==> src/rtl/core/q2e_pkg.sv <==
// ============================================================================
// q2e_pkg: shared types and constants of the quaternion to Euler converter
// Holds the CORDIC angle table, datapath widths and the structs that travel
// between the cells of the square root and CORDIC chains.
// ============================================================================
package q2e_pkg;

    // Working width of the CORDIC x and y words, with headroom for gain.
    localparam int CW = 36;

    // Digit steps of the square root; the radicand is 58 bits wide.
    localparam int SQRT_STEPS = 29;
    localparam int SQ_VAL_W   = 2 * SQRT_STEPS;
    localparam int SQ_ROOT_W  = SQRT_STEPS;
    localparam int SQ_REM_W   = SQRT_STEPS + 3;

    // atan(2^-i) in 32-bit binary angle units, 2^31 = pi.
    localparam logic [31:0] ATAN_TAB [32] = '{
        32'd536870912, 32'd316933406, 32'd167458907, 32'd85004756,
        32'd42667331,  32'd21354465,  32'd10679838,  32'd5340245,
        32'd2670163,   32'd1335087,   32'd667544,    32'd333772,
        32'd166886,    32'd83443,     32'd41722,     32'd20861,
        32'd10430,     32'd5215,      32'd2608,      32'd1304,
        32'd652,       32'd326,       32'd163,       32'd81,
        32'd41,        32'd20,        32'd10,        32'd5,
        32'd3,         32'd1,         32'd1,         32'd0
    };

    typedef struct packed {
        logic signed [CW-1:0] x;
        logic signed [CW-1:0] y;
        logic [31:0]          ang;
        logic                 zero;
    } cordic_t;

    typedef struct packed {
        logic [SQ_REM_W-1:0]  rem;
        logic [SQ_ROOT_W-1:0] root;
        logic [SQ_VAL_W-1:0]  val;
    } sqrt_t;

endpackage

==> src/rtl/core/q2e_sqrt_cell.sv <==
// ============================================================================
// q2e_sqrt_cell: one digit step of the integer square root
// Takes the next two radicand bits and settles one root bit per cycle.
// ============================================================================
module q2e_sqrt_cell
    import q2e_pkg::*;
(
    input  logic  clk,
    input  sqrt_t cin,
    output sqrt_t cout
);

    logic [SQ_REM_W-1:0] rem_shift;
    logic [SQ_REM_W-1:0] trial;
    sqrt_t               cell_next;

    always_comb
    begin
        rem_shift = {cin.rem[SQ_REM_W-3:0], cin.val[SQ_VAL_W-1 -: 2]};
        trial     = {1'b0, cin.root, 2'b01};
        cell_next.val = {cin.val[SQ_VAL_W-3:0], 2'b00};
        if (rem_shift >= trial)
        begin
            cell_next.rem  = rem_shift - trial;
            cell_next.root = {cin.root[SQ_ROOT_W-2:0], 1'b1};
        end
        else
        begin
            cell_next.rem  = rem_shift;
            cell_next.root = {cin.root[SQ_ROOT_W-2:0], 1'b0};
        end
    end

    always_ff @(posedge clk)
    begin
        cout <= cell_next;
    end

endmodule

==> config.mk <==
export PLATFORM = sky130hd
export DESIGN_NAME = q2e_sqrt_cell
export DESIGN_NICKNAME = d
export VERILOG_FILES = /design/src/rtl/core/q2e_pkg.sv /design/src/rtl/core/q2e_sqrt_cell.sv
export SDC_FILE = /design/constraint.sdc
export NUM_CORES = 1
export LEC_CHECK = 0
export BUFFER_PORTS_ARGS = -buffer_cell sky130_fd_sc_hd__clkbuf_2
export CAP_MARGIN = 20
export CORE_ASPECT_RATIO = 1.5
export CORE_UTILIZATION = 39
export DETAILED_ROUTE_END_ITERATION = 8
export GPL_TIMING_DRIVEN = 1
export PLACE_DENSITY = 0.71
export SYNTH_ARGS = -nofsm -noshare
export SYNTH_HDL_FRONTEND = slang
export SYNTH_SLANG_ARGS = --single-unit
==> constraint.sdc <==
create_clock -name clk -period 5.37 [get_ports clk]
set_input_delay 0.537 -clock clk [delete_from_list [all_inputs] [get_ports clk]]
set_output_delay 0.537 -clock clk [all_outputs]
set_load 0.01 [all_outputs]
Word level (Yosys, flattened, before mapping)
Index checks and enable logic that the tools add are counted.

cells by class
  $add $sub $neg = 1
  magnitude comparators = 1
  mux-type cells = 1

operators with widths
  operator          number
  $mux W61          1
  $ge A32 B31 Y1    1
  $sub A32 B31 Y32  1

word-level totals
  output and inout bits = 119
  logic and storage cells = 6
  flip-flop bits (word level) = 117
  bits of input ports = 120

Logic depth before layout (Yosys ltp)
  depth in word-level cells = 2
  mapped depth = 13
  depth with buffers taken out = 11

Worst setup path before layout
OpenSTA, ideal clock, no wires.

  path type = input to register
  from = input cin[58] in the netlist's numbering
  to = register cout[115] in the netlist's numbering
  slack = 2722 ps
  arrival time = 2530 ps
  library setup time = 119 ps
  stages = 10
  cell sequence = inv_1 > ha_1 > nor2b_1 > o31a_1 > o21ai_2 > o211a_1 > nor4_1 > or2_1 > a2111o_1 > o221a_2

RTL lines
  item                  RTL line             text
  start, declared       q2e_sqrt_cell.sv:9   input sqrt_t cin,
  end signal, assigned  q2e_sqrt_cell.sv:36  cout <= cell_next;
  end, declared         q2e_sqrt_cell.sv:10  output sqrt_t cout

==> impl_metrics.ini <==
[outcome]
run_status = complete, no violations

[logic_synthesis]
synth_cells = 471
yosys_warnings = 0
synth_area_per_cell_um2 = 9.667
count_of_flip_flops_with_a_built_in_enable_after_synthesis = 0
synth.cell_area_um2 = 4553
synth_top_flop_cell = sky130_fd_sc_hd__dfxtp_1
share_of_synthesized_flip_flops_with_an_asynchronous_set_or_reset_pct = 0
number_of_library_cell_types_mapped_by_synthesis = 58
synth.ff_latch_count = 117
portion_of_the_post_synthesis_area_used_by_sequential_elements_pct = 51.44

[route]
vias = 4276
starting_drc_count_in_detailed_routing = 134
finalWirelength_um = 12990
avgViaCountPerCell = 4.898
detail-route-antenna-nets = 0
routed_wl_per_cell_um = 14.88
drtPass1Iterations = 6
drc_errors = 0

[placed_design]
gp_congestion = 0.9296
dpl.cell_count = 841
placement.cell_area_um2 = 5836
detailedPlacementHpwl_um = 10290
io_buffer_count = 234
pre_cts_ws_ps = 1901

[global_route]
wire_length_of_the_first_global_routing_pass_um = 20390
grt_pass1_vias = 4246
grt_remaining_overflow = 0
grt_util_all_layers_pct = 21.78
grt_antenna_before_repair = 0
maximum_number_of_pins_on_one_net_before_global_route_repair = 37

[setup_path]
critPathMostFrequentCell = sky130_fd_sc_hd__a21oi_1
crit_buf_inv = 3
worst_path_max_delay_cell = sky130_fd_sc_hd__a211oi_1
cp_data_arrival_time_ps = 3380
setup.worst_path.start = cin[81]
cpPeakStageDelay_ps = 560
critPathMaxFanout = 36
critical_path.startpoint_type = input port
criticalPathCategory = input port to register
critical_path_required_ps = 5670
crit_family = compound AO/OA/AOI/OAI gates
critical_path_sink_type = register
critical_path.cell_chain = clkbuf_2 > inv_1 > ha_1 > a21oi_1 > o21bai_1 > a21oi_1 > o21ai_0 > a211oi_1 > and2_4 > inv_2 > o221a_2
crit_end = cout[115]$_DFF_P_
path_depth = 11

[cts]
ctsResizeCount = 0
cts_made_buffers = 17
max-clock-path-buffers = 2
tritoncts_num_sinks = 117
tritoncts = done
cts.clk_slew.worst_paths_ps = 60
cts-root-buf = sky130_fd_sc_hd__clkbuf_16
htree_num_levels = 4
cts_hold_repair.buffers = 0
postCtsSetupBuffers = 0

[final_layout]
layout.cells.most_common = sky130_fd_sc_hd__clkbuf_2
final_cells = 873
diodes = 0
layout-drive-gt1-share_pct = 38.31
largest_register_ff_count = 117
post_layout_utilization_of_the_core_pct = 56.46
most-common-layout-cells = sky130_fd_sc_hd__clkbuf_2 (234), sky130_fd_sc_hd__dfxtp_1 (117), sky130_fd_sc_hd__a21oi_1 (46), sky130_fd_sc_hd__nand2_1 (42), sky130_fd_sc_hd__inv_1 (36)
final_area_um2 = 6442
largestRegisters = cout x117
num-nets-final = 861
registers.top_by_ff_count = cout
area_growth_pct = 41.49

[floorplanning]
floorplan.initialDensity_pct = 39.90
placeableCoreArea_um2 = 11410
row_count = 48
dieHeight_um = 134.3
x_dimension_of_the_die_um = 90.22
design.portCount = 239
design.die.area_um2 = 12120

[power_and_ir_drop]
irDropWorstVdd_mv = 0.2249
power-per-cell-area_nw_per_um2 = 401.6
static-leakage-power_nw = 3.290

[timing]
period_needed_ps = 3081
final.period_utilization_pct = 57.37
rsz0062_at_grt = no
worst_slew_margin_pct = 58.79
drv_slew = 0
worstMarginPinSlew_ps = 617.3
hold_viol_final = 0
postLayoutSetupSlackWorst_ps = 2289
setup-tns-final_ps = 0
finalSetupViolations = 0
achievable-frequency_mhz = 324.6

[job]
maxCapViolations = 0

[min_path]
hold_path.class = input port to register
==> power by group <==
group | internal, mW | switching [mW] | total (mW)
sequential | 0.954 | 0.0243 | 0.978
combinational | 0.196 | 0.261 | 0.457
clock | 0.735 | 0.416 | 1.15
total | 1.88 | 0.702 | 2.59
==> cell type report <==
cell class / instances / area (um2)
Fill cell: 1039 / 4969
Tap cell: 150 / 187.7
Multi-Input combinational cell: 303 / 1996
Inverter: 37 / 138.9
Sequential cell: 117 / 2342
Clock inverter: 14 / 177.7
Timing Repair Buffer: 234 / 1171
Clock buffer: 18 / 429.2
==> worst min-delay path by stage <==
stage,start,end,cells after the start
floorplan,cin[8],cout[10]$_DFF_P_,0
global placement,cin[4],cout[6]$_DFF_P_,1
detailed placement,cin[44],cout[46]$_DFF_P_,1
CTS,cin[4],cout[6]$_DFF_P_,1
global route,cin[48],cout[50]$_DFF_P_,1
finish,cin[4],cout[6]$_DFF_P_,1
==> kinds of logic after synthesis <==
logic type,after synthesis,share of synthesized area (%)
flip-flops,117,51.44
AND/OR/NAND/NOR,121,12.61
AO/OA/AOI/OAI,125,17.92
adder cells (fa/ha/maj),31,8.519
other,1,0.08236
buffers and inverters,52,4.809
XOR/XNOR,24,4.617
==> cell usage after synthesis (all sizes together) (3+ instances only) <==
cell	instances	area, um2
nand3	7	40.04
clkbuf	5	18.77
a21o	8	60.06
nor2b	6	37.54
o211ai	3	22.52
o31ai	5	37.54
dfxtp	117	2342
nand2	43	163.9
nor2	33	123.9
nor3	5	25.02
xor2	10	87.58
nand2b	3	18.77
and3	6	37.54
xnor2	14	122.6
nand4	3	18.77
a211oi	3	22.52
nor4	3	18.77
inv	37	138.9
ha	31	387.9
buf	10	61.30
a21oi	46	230.2
a31oi	6	37.54
o21bai	4	30.03
o21ai	26	137.6
o21a	5	37.54
==> layer usage <==
layer	routed length, um	part of all wire, %	vias to the layer above	GRT usage [%]
met5	0	0	-	0
met4	248	1.9	0	9.409
met3	1043	8.0	22	7.880
met2	6891	53	198	40.20
met1	4811	37	1941	21.81
li1	-	-	2115	-
==> metrics by stage <==
stage               total power [mW]  hold slack (ps)
floorplan                      1.266            564.7
global placement               1.443            639.2
detailed placement             1.451            641.0
CTS                            2.618            207.9
global route                   2.711            209.7
finish                         2.587            229.2
(Power assumes the default switching activity.)
