$ cat config.mk
export PLATFORM = sky130hd
export DESIGN_NAME = q2e_cordic_cell
export DESIGN_NICKNAME = d
export VERILOG_FILES = /design/src/rtl/core/q2e_pkg.sv /design/src/rtl/core/q2e_cordic_cell.sv
export SDC_FILE = /design/constraint.sdc
export NUM_CORES = 1
export LEC_CHECK = 0
export BUFFER_PORTS_ARGS = -buffer_cell sky130_fd_sc_hd__buf_4
export CORE_ASPECT_RATIO = 0.5
export CORE_UTILIZATION = 35
export DETAILED_ROUTE_END_ITERATION = 16
export PLACE_DENSITY = 0.61
export SLEW_MARGIN = 20
export SYNTH_ARGS = -nofsm -noshare
export SYNTH_HDL_FRONTEND = slang
export SYNTH_SLANG_ARGS = --single-unit
$ cat constraint.sdc
create_clock -name clk -period 3.4 [get_ports clk]
set_input_delay 1.02 -clock clk [delete_from_list [all_inputs] [get_ports clk]]
set_output_delay 1.02 -clock clk [all_outputs]
set_load 0.05 [all_outputs]
$ cat src/rtl/core/q2e_pkg.sv
// ============================================================================
// q2e_pkg: shared types and constants of the quaternion to Euler converter
// Holds the CORDIC angle table, datapath widths and the structs that travel
// between the cells of the square root and CORDIC chains.
// ============================================================================
package q2e_pkg;

    // Working width of the CORDIC x and y words, with headroom for gain.
    localparam int CW = 36;

    // Digit steps of the square root; the radicand is 58 bits wide.
    localparam int SQRT_STEPS = 29;
    localparam int SQ_VAL_W   = 2 * SQRT_STEPS;
    localparam int SQ_ROOT_W  = SQRT_STEPS;
    localparam int SQ_REM_W   = SQRT_STEPS + 3;

    // atan(2^-i) in 32-bit binary angle units, 2^31 = pi.
    localparam logic [31:0] ATAN_TAB [32] = '{
        32'd536870912, 32'd316933406, 32'd167458907, 32'd85004756,
        32'd42667331,  32'd21354465,  32'd10679838,  32'd5340245,
        32'd2670163,   32'd1335087,   32'd667544,    32'd333772,
        32'd166886,    32'd83443,     32'd41722,     32'd20861,
        32'd10430,     32'd5215,      32'd2608,      32'd1304,
        32'd652,       32'd326,       32'd163,       32'd81,
        32'd41,        32'd20,        32'd10,        32'd5,
        32'd3,         32'd1,         32'd1,         32'd0
    };

    typedef struct packed {
        logic signed [CW-1:0] x;
        logic signed [CW-1:0] y;
        logic [31:0]          ang;
        logic                 zero;
    } cordic_t;

    typedef struct packed {
        logic [SQ_REM_W-1:0]  rem;
        logic [SQ_ROOT_W-1:0] root;
        logic [SQ_VAL_W-1:0]  val;
    } sqrt_t;

endpackage

$ cat src/rtl/core/q2e_cordic_cell.sv
// ============================================================================
// q2e_cordic_cell: one vectoring CORDIC micro-rotation
// Rotates toward the x axis by atan(2^-i) and accumulates the angle.
// ============================================================================
module q2e_cordic_cell
    import q2e_pkg::*;
#(
    parameter int STAGE_IDX = 0
)
(
    input  logic    clk,
    input  cordic_t cin,
    output cordic_t cout
);

    localparam logic [4:0] TI = 5'(STAGE_IDX);

    logic signed [CW-1:0] dx;
    logic signed [CW-1:0] dy;
    cordic_t              cell_next;

    always_comb
    begin
        dx = cin.y >>> STAGE_IDX;
        dy = cin.x >>> STAGE_IDX;
        cell_next.zero = cin.zero;
        if (!cin.y[CW-1])
        begin
            cell_next.x   = cin.x + dx;
            cell_next.y   = cin.y - dy;
            cell_next.ang = cin.ang + ATAN_TAB[TI];
        end
        else
        begin
            cell_next.x   = cin.x - dx;
            cell_next.y   = cin.y + dy;
            cell_next.ang = cin.ang - ATAN_TAB[TI];
        end
    end

    always_ff @(posedge clk)
    begin
        cout <= cell_next;
    end

endmodule
* Word-level counts from Yosys, hierarchy flattened *
Cells that the tools add are included.

operators by class
  shift-type cells = 0
  multiply operators = 0
  $lt $le $gt $ge = 0
  reduce and logical (&&, ||, !) cells = 0
  bitwise operators = 0
  mux-type cells = 1
  add/sub/neg operators = 5
  eq/ne operators = 0
  div/mod/pow operators = 0

operators with widths
  operator                count
  $mux 104                1
  $sub 36x36->36          2
  $add 36x36->36          1
  $add 32x30->32 const B  1
  $sub 32x30->32 const B  1

word-level totals
  logic and storage cells = 10
  bits of input ports = 106
  ROM bits = 0
  output and inout port bits = 105
  RAM bits = 0
  bits in latches = 0
  register bits = 105
  memories kept = 0

* Depth between registers and ports, before layout *
Gate-level depths: netlist of run 1.

  depth after elaboration = 2
  mapped depth = 13
  depth with buffers taken out = 12

* Worst setup path after synthesis of run 1 *
No wires, ideal clock.

  path type = in2reg
  start point = in cin[33] (netlist name)
  end point = reg cout[67] (netlist name)
  arrival = 3389 ps
  library setup time = 122 ps
  stages on the path = 12
  path slack = -111 ps
  required time = 3278 ps
  buffers on the path = 0
  cells stage by stage = ha_1 -> inv_1 -> fa_1 -> o21bai_1 -> o2111ai_1 -> a211oi_2 -> a311oi_2 -> o221ai_2 -> nor3b_2 -> nor4_1 -> a31o_1 -> a221o_1

RTL lines
  element               line                   RTL
  from (decl)           q2e_cordic_cell.sv:12  input cordic_t cin,
  to (signal assigned)  q2e_cordic_cell.sv:43  cout <= cell_next;
  to (decl)             q2e_cordic_cell.sv:13  output cordic_t cout

==> results.cfg, run 1 <==
[global_routing]
antenna_found_initial = 0
grt-ovfl-total = 0
grt_max_degree = 46
grt_usage_pct = 26.4
grt_pass1_wl_microns = 52600
grt_pass1_vias = 9691

[place]
place_hpwl_microns = 28100
placed_cell_area_sq_um = 12800
numPortBuffers = 210
dpl.cell_count = 1914
place_congestion = 1.00

[power]
p_total_mw = 5.73
p_switching_mw = 2.54
p_int_mw = 3.19
ir_worst_vdd_v = 0.000248
leakagePower_nw = 6.67
power_frac_comb_pct = 54.4
p_per_area_nw_per_um2 = 420
clkPwrFrac_pct = 19.1
p_sw_share_pct = 44.3
seqPwrFrac_pct = 26.4

[sta]
setup-violations-final = 4
maxSlewViolCount = 0
max_freq_mhz = 292
slew_headroom_pct = 54.4
fin_crit_ns = 3.43
hold_viol = 0
hold_ws_ns = 0.730
period_share_pct = 101
rsz0062_at_grt = true
worst_pin_slew_ns = 0.675
setup_ws_ns = -0.0280

[layout]
reg_top3 = cout x104
fillers = 2336
stdcell_count = 1942
num-nets-final = 1820
utilization_pct = 56.3
area_delta_synth_final_pct = 56.4
largest-register = cout
diodes = 0
final_cell_area_sq_um = 13600
drive_gt1_share_pct = 39.4
largest_register_ffs = 104

[clock_network]
clk_pin_slew_ns = 0.08
clk_path_buf_depth = 2
cts_sinks = 104
ctsHtreeMaxLevel = 3
numCtsBuffers = 9
root_buffer = clkbuf_16
cts_tree = built

[logic_synthesis]
synth_flop_cell = dfxtp_1
ys_ff_latch = 104
synthDistinctLibCells = 79
yosys_warnings = 0
synth_cells = 1113
synth-seq-area-share_pct = 23.9
synth-edff-count = 0
syn-cell-area_sq_um = 8720
syn_area_per_cell_sq_um = 7.84
synth_fp_nets = 1332
synthArstFlopShare_pct = 0

[floorplanning]
start_util_pct = 36.0
die-area_sq_um = 25600
fp.dieW_microns = 225
coreArea_sq_um = 24200
io_pins = 211
die_h_microns = 114
rows = 40

[drt]
first_pass_iters = 5
viasPerCell = 5.15
via_count = 10000
drc = 0
ant_nets = 0
wl_microns = 33900
drt_iter0_drc = 713
wl_per_cell_microns = 17.5

[critical_path]
cp.required_ns = 3.71
arrival_ns = 3.74
endpoint_kind = flip-flop
path_class = input port to flip-flop
setup.worst_path.end = cout[93]
worstSetupStartpointType = input port
critPathLaunch = cin[70]
critPathMaxFanout = 4

[run]
maxCapViolations = 0

[run_status]
failed_checks = setup timing
status = finished, violations left

[worst_hold_path]
hold_path_class = input port to flip-flop
==> metal layers <==
layer	vias up	global-route usage, %	share of wire (%)
li1	4881	-	-
met3	52	4.30	5.7
met5	-	0	0
met2	338	41.5	44
met4	0	7.62	2.0
met1	4736	37.1	48
==> power by group through the flow <==
| stage | clock network (mW) | registers [mW] | logic [mW] |
|---|---|---|---|
| 6_report | 1.10 | 1.51 | 3.12 |
| 5_1_grt | 1.18 | 1.53 | 3.30 |
| 4_1_cts | 1.14 | 1.52 | 3.03 |
| 3_5_place_dp | 0 | 1.55 | 2.99 |
| 3_3_place_gp | 0 | 1.54 | 2.97 |
| 2_1_floorplan | 0 | 2.35 | 0.953 |
==> cells in the mapped netlist, drive strengths merged (19+ instances only) <==
| cell | n | area, sq um |
|---|---|---|
| buf | 19 | 90.1 |
| mux2i | 25 | 250 |
| xnor2 | 58 | 508 |
| a21o | 28 | 210 |
| nor3 | 23 | 115 |
| nor2 | 81 | 304 |
| inv | 108 | 405 |
| a21oi | 118 | 594 |
| dfxtp | 104 | 2080 |
| nand2 | 67 | 251 |
| nor2b | 23 | 144 |
| o21ai | 78 | 390 |
| clkbuf | 30 | 113 |
| ha | 109 | 1360 |
| o21bai | 20 | 150 |
==> cell type report <==
| class | instances | area (sq um) | area share, % |
|---|---|---|---|
| tap | 336 | 420 | 3.08 |
| clock buffer | 9 | 225 | 1.65 |
| sequential | 104 | 2080 | 15.3 |
| multi-input combinational | 850 | 6440 | 47.2 |
| inverter | 110 | 413 | 3.03 |
| timing repair buffer | 526 | 3980 | 29.2 |
| clock inverter | 7 | 82.6 | 0.605 |
==> worst max-delay path, stage by stage <==
cell and delay (ns):
buf_4 0.12, buf_4 0.14, inv_2 0.06, fa_2 0.23, o21bai_4 0.10, o2111ai_4 0.27
buf_4 0.17, a211oi_2 0.06, buf_4 0.16, nor4_4 0.24, a21oi_4 0.16, a211o_4 0.37
buf_4 0.15, buf_4 0.13, a21oi_1 0.17, xor2_1 0.19
==> cell usage in the layout, fill, tap and decap left out, types with 28 or more instances in the layout <==
cell type	netlist	final
a21o_1	28	28
a21oi_1	117	103
buf_4	1	520
dfxtp_1	104	104
ha_1	109	96
inv_1	105	102
nand2_1	67	67
nor2_1	81	81
o21ai_0	75	65
xnor2_1	58	57
==> worst min-delay path by stage <==
stage          startpoint       end  depth (start not counted)
2_1_floorplan      cin[0]   cout[0]                          0
3_3_place_gp      cin[16]  cout[16]                          1
3_5_place_dp      cin[27]  cout[27]                          1
4_1_cts            cin[1]   cout[1]                          1
5_1_grt           cin[16]  cout[16]                          1
6_report           cin[4]   cout[4]                          1
==> cell families (layout without fill, tap and decap cells) <==
family / after synthesis / count (layout) / synth area share, %
xor+xnor: 68 / 68 / 6.83
flops: 104 / 104 / 23.9
mux: 25 / 25 / 2.87
simple gates: 287 / 287 / 16.4
buf+inv: 159 / 652 / 7.06
compound gates: 357 / 357 / 26.4
fa+ha+maj: 113 / 113 / 16.6
==> stage by stage <==
step / TNS [ns] / worst slack (ns)
after floorplan: -0.0536 / -0.0536
after global placement: -13.87 / -0.582
after detailed placement: -14.40 / -0.634
after CTS: -0.101 / -0.0688
after global routing: -0.971 / -0.133
final: -0.0750 / -0.0280
==> what timing repair did <==
action / 4_1_cts / 5_1_grt
buffers inserted: 5 / 9
cloned: 0 / 0
endpoints found under the setup margin: 18 / 26
hold endpoints to repair: 0 / 0
hold buffers: 0 / 0
resized for setup: 23 / 72
pin swaps: 15 / 27
Power figures use the tool's default switching activity.
==> run 2, diff against run 1 <==
--- a/config.mk
+++ b/config.mk
@@ -6,10 +6,12 @@
 export NUM_CORES = 1
 export LEC_CHECK = 0
 export BUFFER_PORTS_ARGS = -buffer_cell sky130_fd_sc_hd__buf_4
+export CELL_PAD_IN_SITES_DETAIL_PLACEMENT = 0
+export CELL_PAD_IN_SITES_GLOBAL_PLACEMENT = 1
 export CORE_ASPECT_RATIO = 0.5
 export CORE_UTILIZATION = 35
 export DETAILED_ROUTE_END_ITERATION = 16
-export PLACE_DENSITY = 0.61
+export PLACE_DENSITY = 0.79
 export SLEW_MARGIN = 20
 export SYNTH_ARGS = -nofsm -noshare
 export SYNTH_HDL_FRONTEND = slang
==> run 2 against run 1 <==
Compared with the run above:
- the run still ends with setup timing left
- total power decreased by 0.62%
- via count shrank 1.6%
- sequential share of layout area is 0.25 points higher
- wire length is 1.2% lower
- cell area fell by 1.6%
- fmax decreased by 0.75%
- critical path depth fell by 3
- sequential power about the same
- non-clock buffer count fell by 25
- clock power about the same
- largest power group unchanged
==> results.cfg, run 2 (same netlist as run 1, synthesis figures left out) <==
[sta]
hold_viol = 0
worst_pin_slew_ns = 0.676
fin_crit_ns = 3.45
slew_headroom_pct = 54.4
maxSlewViolCount = 0
period_share_pct = 102
rsz0062_at_grt = true
setup-violations-final = 1
setup_ws_ns = -0.0540
max_freq_mhz = 290

[drt]
highest_layer = met4
drc = 0
wl_met2_microns = 15100
viasPerCell = 5.14
via_count = 9851
wl_per_cell_microns = 17.5
met1_length_microns = 16000
wl_met3_microns = 1970
wl_microns = 33500
ant_nets = 0
drt_iter0_drc = 728
first_pass_iters = 7

[place]
place_congestion = 0.997
place_hpwl_microns = 27600
dp_slack_ns = -0.578
numPortBuffers = 210

[layout]
largest-register = cout
reg_top3 = cout x104
diodes = 0
num-nets-final = 1795
drive_gt1_share_pct = 37.4
final_cell_mix = buf_4, a21oi_1, dfxtp_1
mostFrequentLayoutCell = buf_4
largest_register_ffs = 104
area_delta_synth_final_pct = 53.9

[worst_hold_path]
min_path_cells = 1
hp-start = cin[13]
min_to = cout[13]
hold_path_class = input port to flip-flop

[critical_path]
cp.required_ns = 3.67
critPathMaxFanout = 3
path_class = input port to flip-flop
worstSetupStartpointType = input port
arrival_ns = 3.73
endpoint_kind = flip-flop

[floorplanning]
die-area_sq_um = 25600
fp.dieW_microns = 225
rows = 40
die_h_microns = 114
coreArea_sq_um = 24200
start_util_pct = 36.0
io_pins = 211

[clock_network]
clk_pin_slew_ns = 0.09
cts_sinks = 104
root_buffer = clkbuf_16
numCtsBuffers = 9
clk_path_buf_depth = 2
cts_tree = built
cts-hold-fix-buffers = 0
ctsHtreeMaxLevel = 3

[global_routing]
grt_max_degree = 46
grt_pass1_vias = 9521
antenna_found_initial = 0
grt-ovfl-total = 0
grt_pass1_wl_microns = 51500
grt_usage_pct = 25.8

[power]
leakagePower_nw = 6.57
ir_worst_vdd_v = 0.000235
p_per_area_nw_per_um2 = 424
p_total_mw = 5.70

[run_status]
failed_checks = setup timing
status = finished, violations left

[run]
maxCapViolations = 0
-- run 2: worst max-delay path by stage --
stage	from	endpoint
2_1_floorplan	cin[33]	cout[67]
3_3_place_gp	cin[41]	cout[104]
3_5_place_dp	cin[34]	cout[67]
4_1_cts	cin[34]	cout[67]
5_1_grt	cin[34]	cout[67]
6_report	cin[34]	cout[67]
-- run 2: metal layers --
metal / track usage, % / vias up
met1: 36.1 / 4650
li1: - / 4835
met3: 4.53 / 35
met4: 5.62 / 0
met2: 41.2 / 331
met5: 0 / -
-- run 2: worst max-delay path: stages --
cell	delay, ns
buf_8	0.08
inv_4	0.03
buf_6	0.11
fa_2	0.42
o21bai_4	0.17
o2111ai_4	0.19
a211oi_4	0.36
a311oi_4	0.18
o221ai_2	0.26
nor3b_4	0.29
nor4_2	0.08
a31o_1	0.20
a221o_1	0.33
-- run 2: final cells by class --
type / instances / area [sq um]
inverters: 110 / 420
clock inverters: 7 / 85.1
well taps: 336 / 420
flip-flops and latches: 104 / 2080
repair buffers: 501 / 3810
multi-input cells: 850 / 6380
fillers: 2335 / 10800
clock buffers: 9 / 225
-- run 2: where the power goes --
part | leakage [nW] | switching [mW] | internal (mW)
Clock | 0.147 | 0.580 | 0.529
Combinational | 5.54 | 1.89 | 1.18
Sequential | 0.878 | 0.0669 | 1.45
Total | 6.57 | 2.54 | 3.16
-- run 2: through the flow --
stage	std cells	cell area, sq um	setup TNS, ns	hold slack [ns]	util [%]
CTS	1913	13100	-0.0364	0.714	54.1
global placement	1896	12700	-12.39	1.12	52.5
finish	1917	13400	-0.0540	0.727	55.4
detailed placement	1896	12700	-13.44	1.13	52.5
global route	1917	13400	-0.522	0.708	55.4
floorplan	1113	8760	-0.0536	1.05	-
-- run 2: what timing repair did --
action	CTS	global route
setup buffers	1	6
hold endpoints to repair	0	0
pin swaps	5	33
gates resized for setup	12	71
setup endpoints to repair	16	27
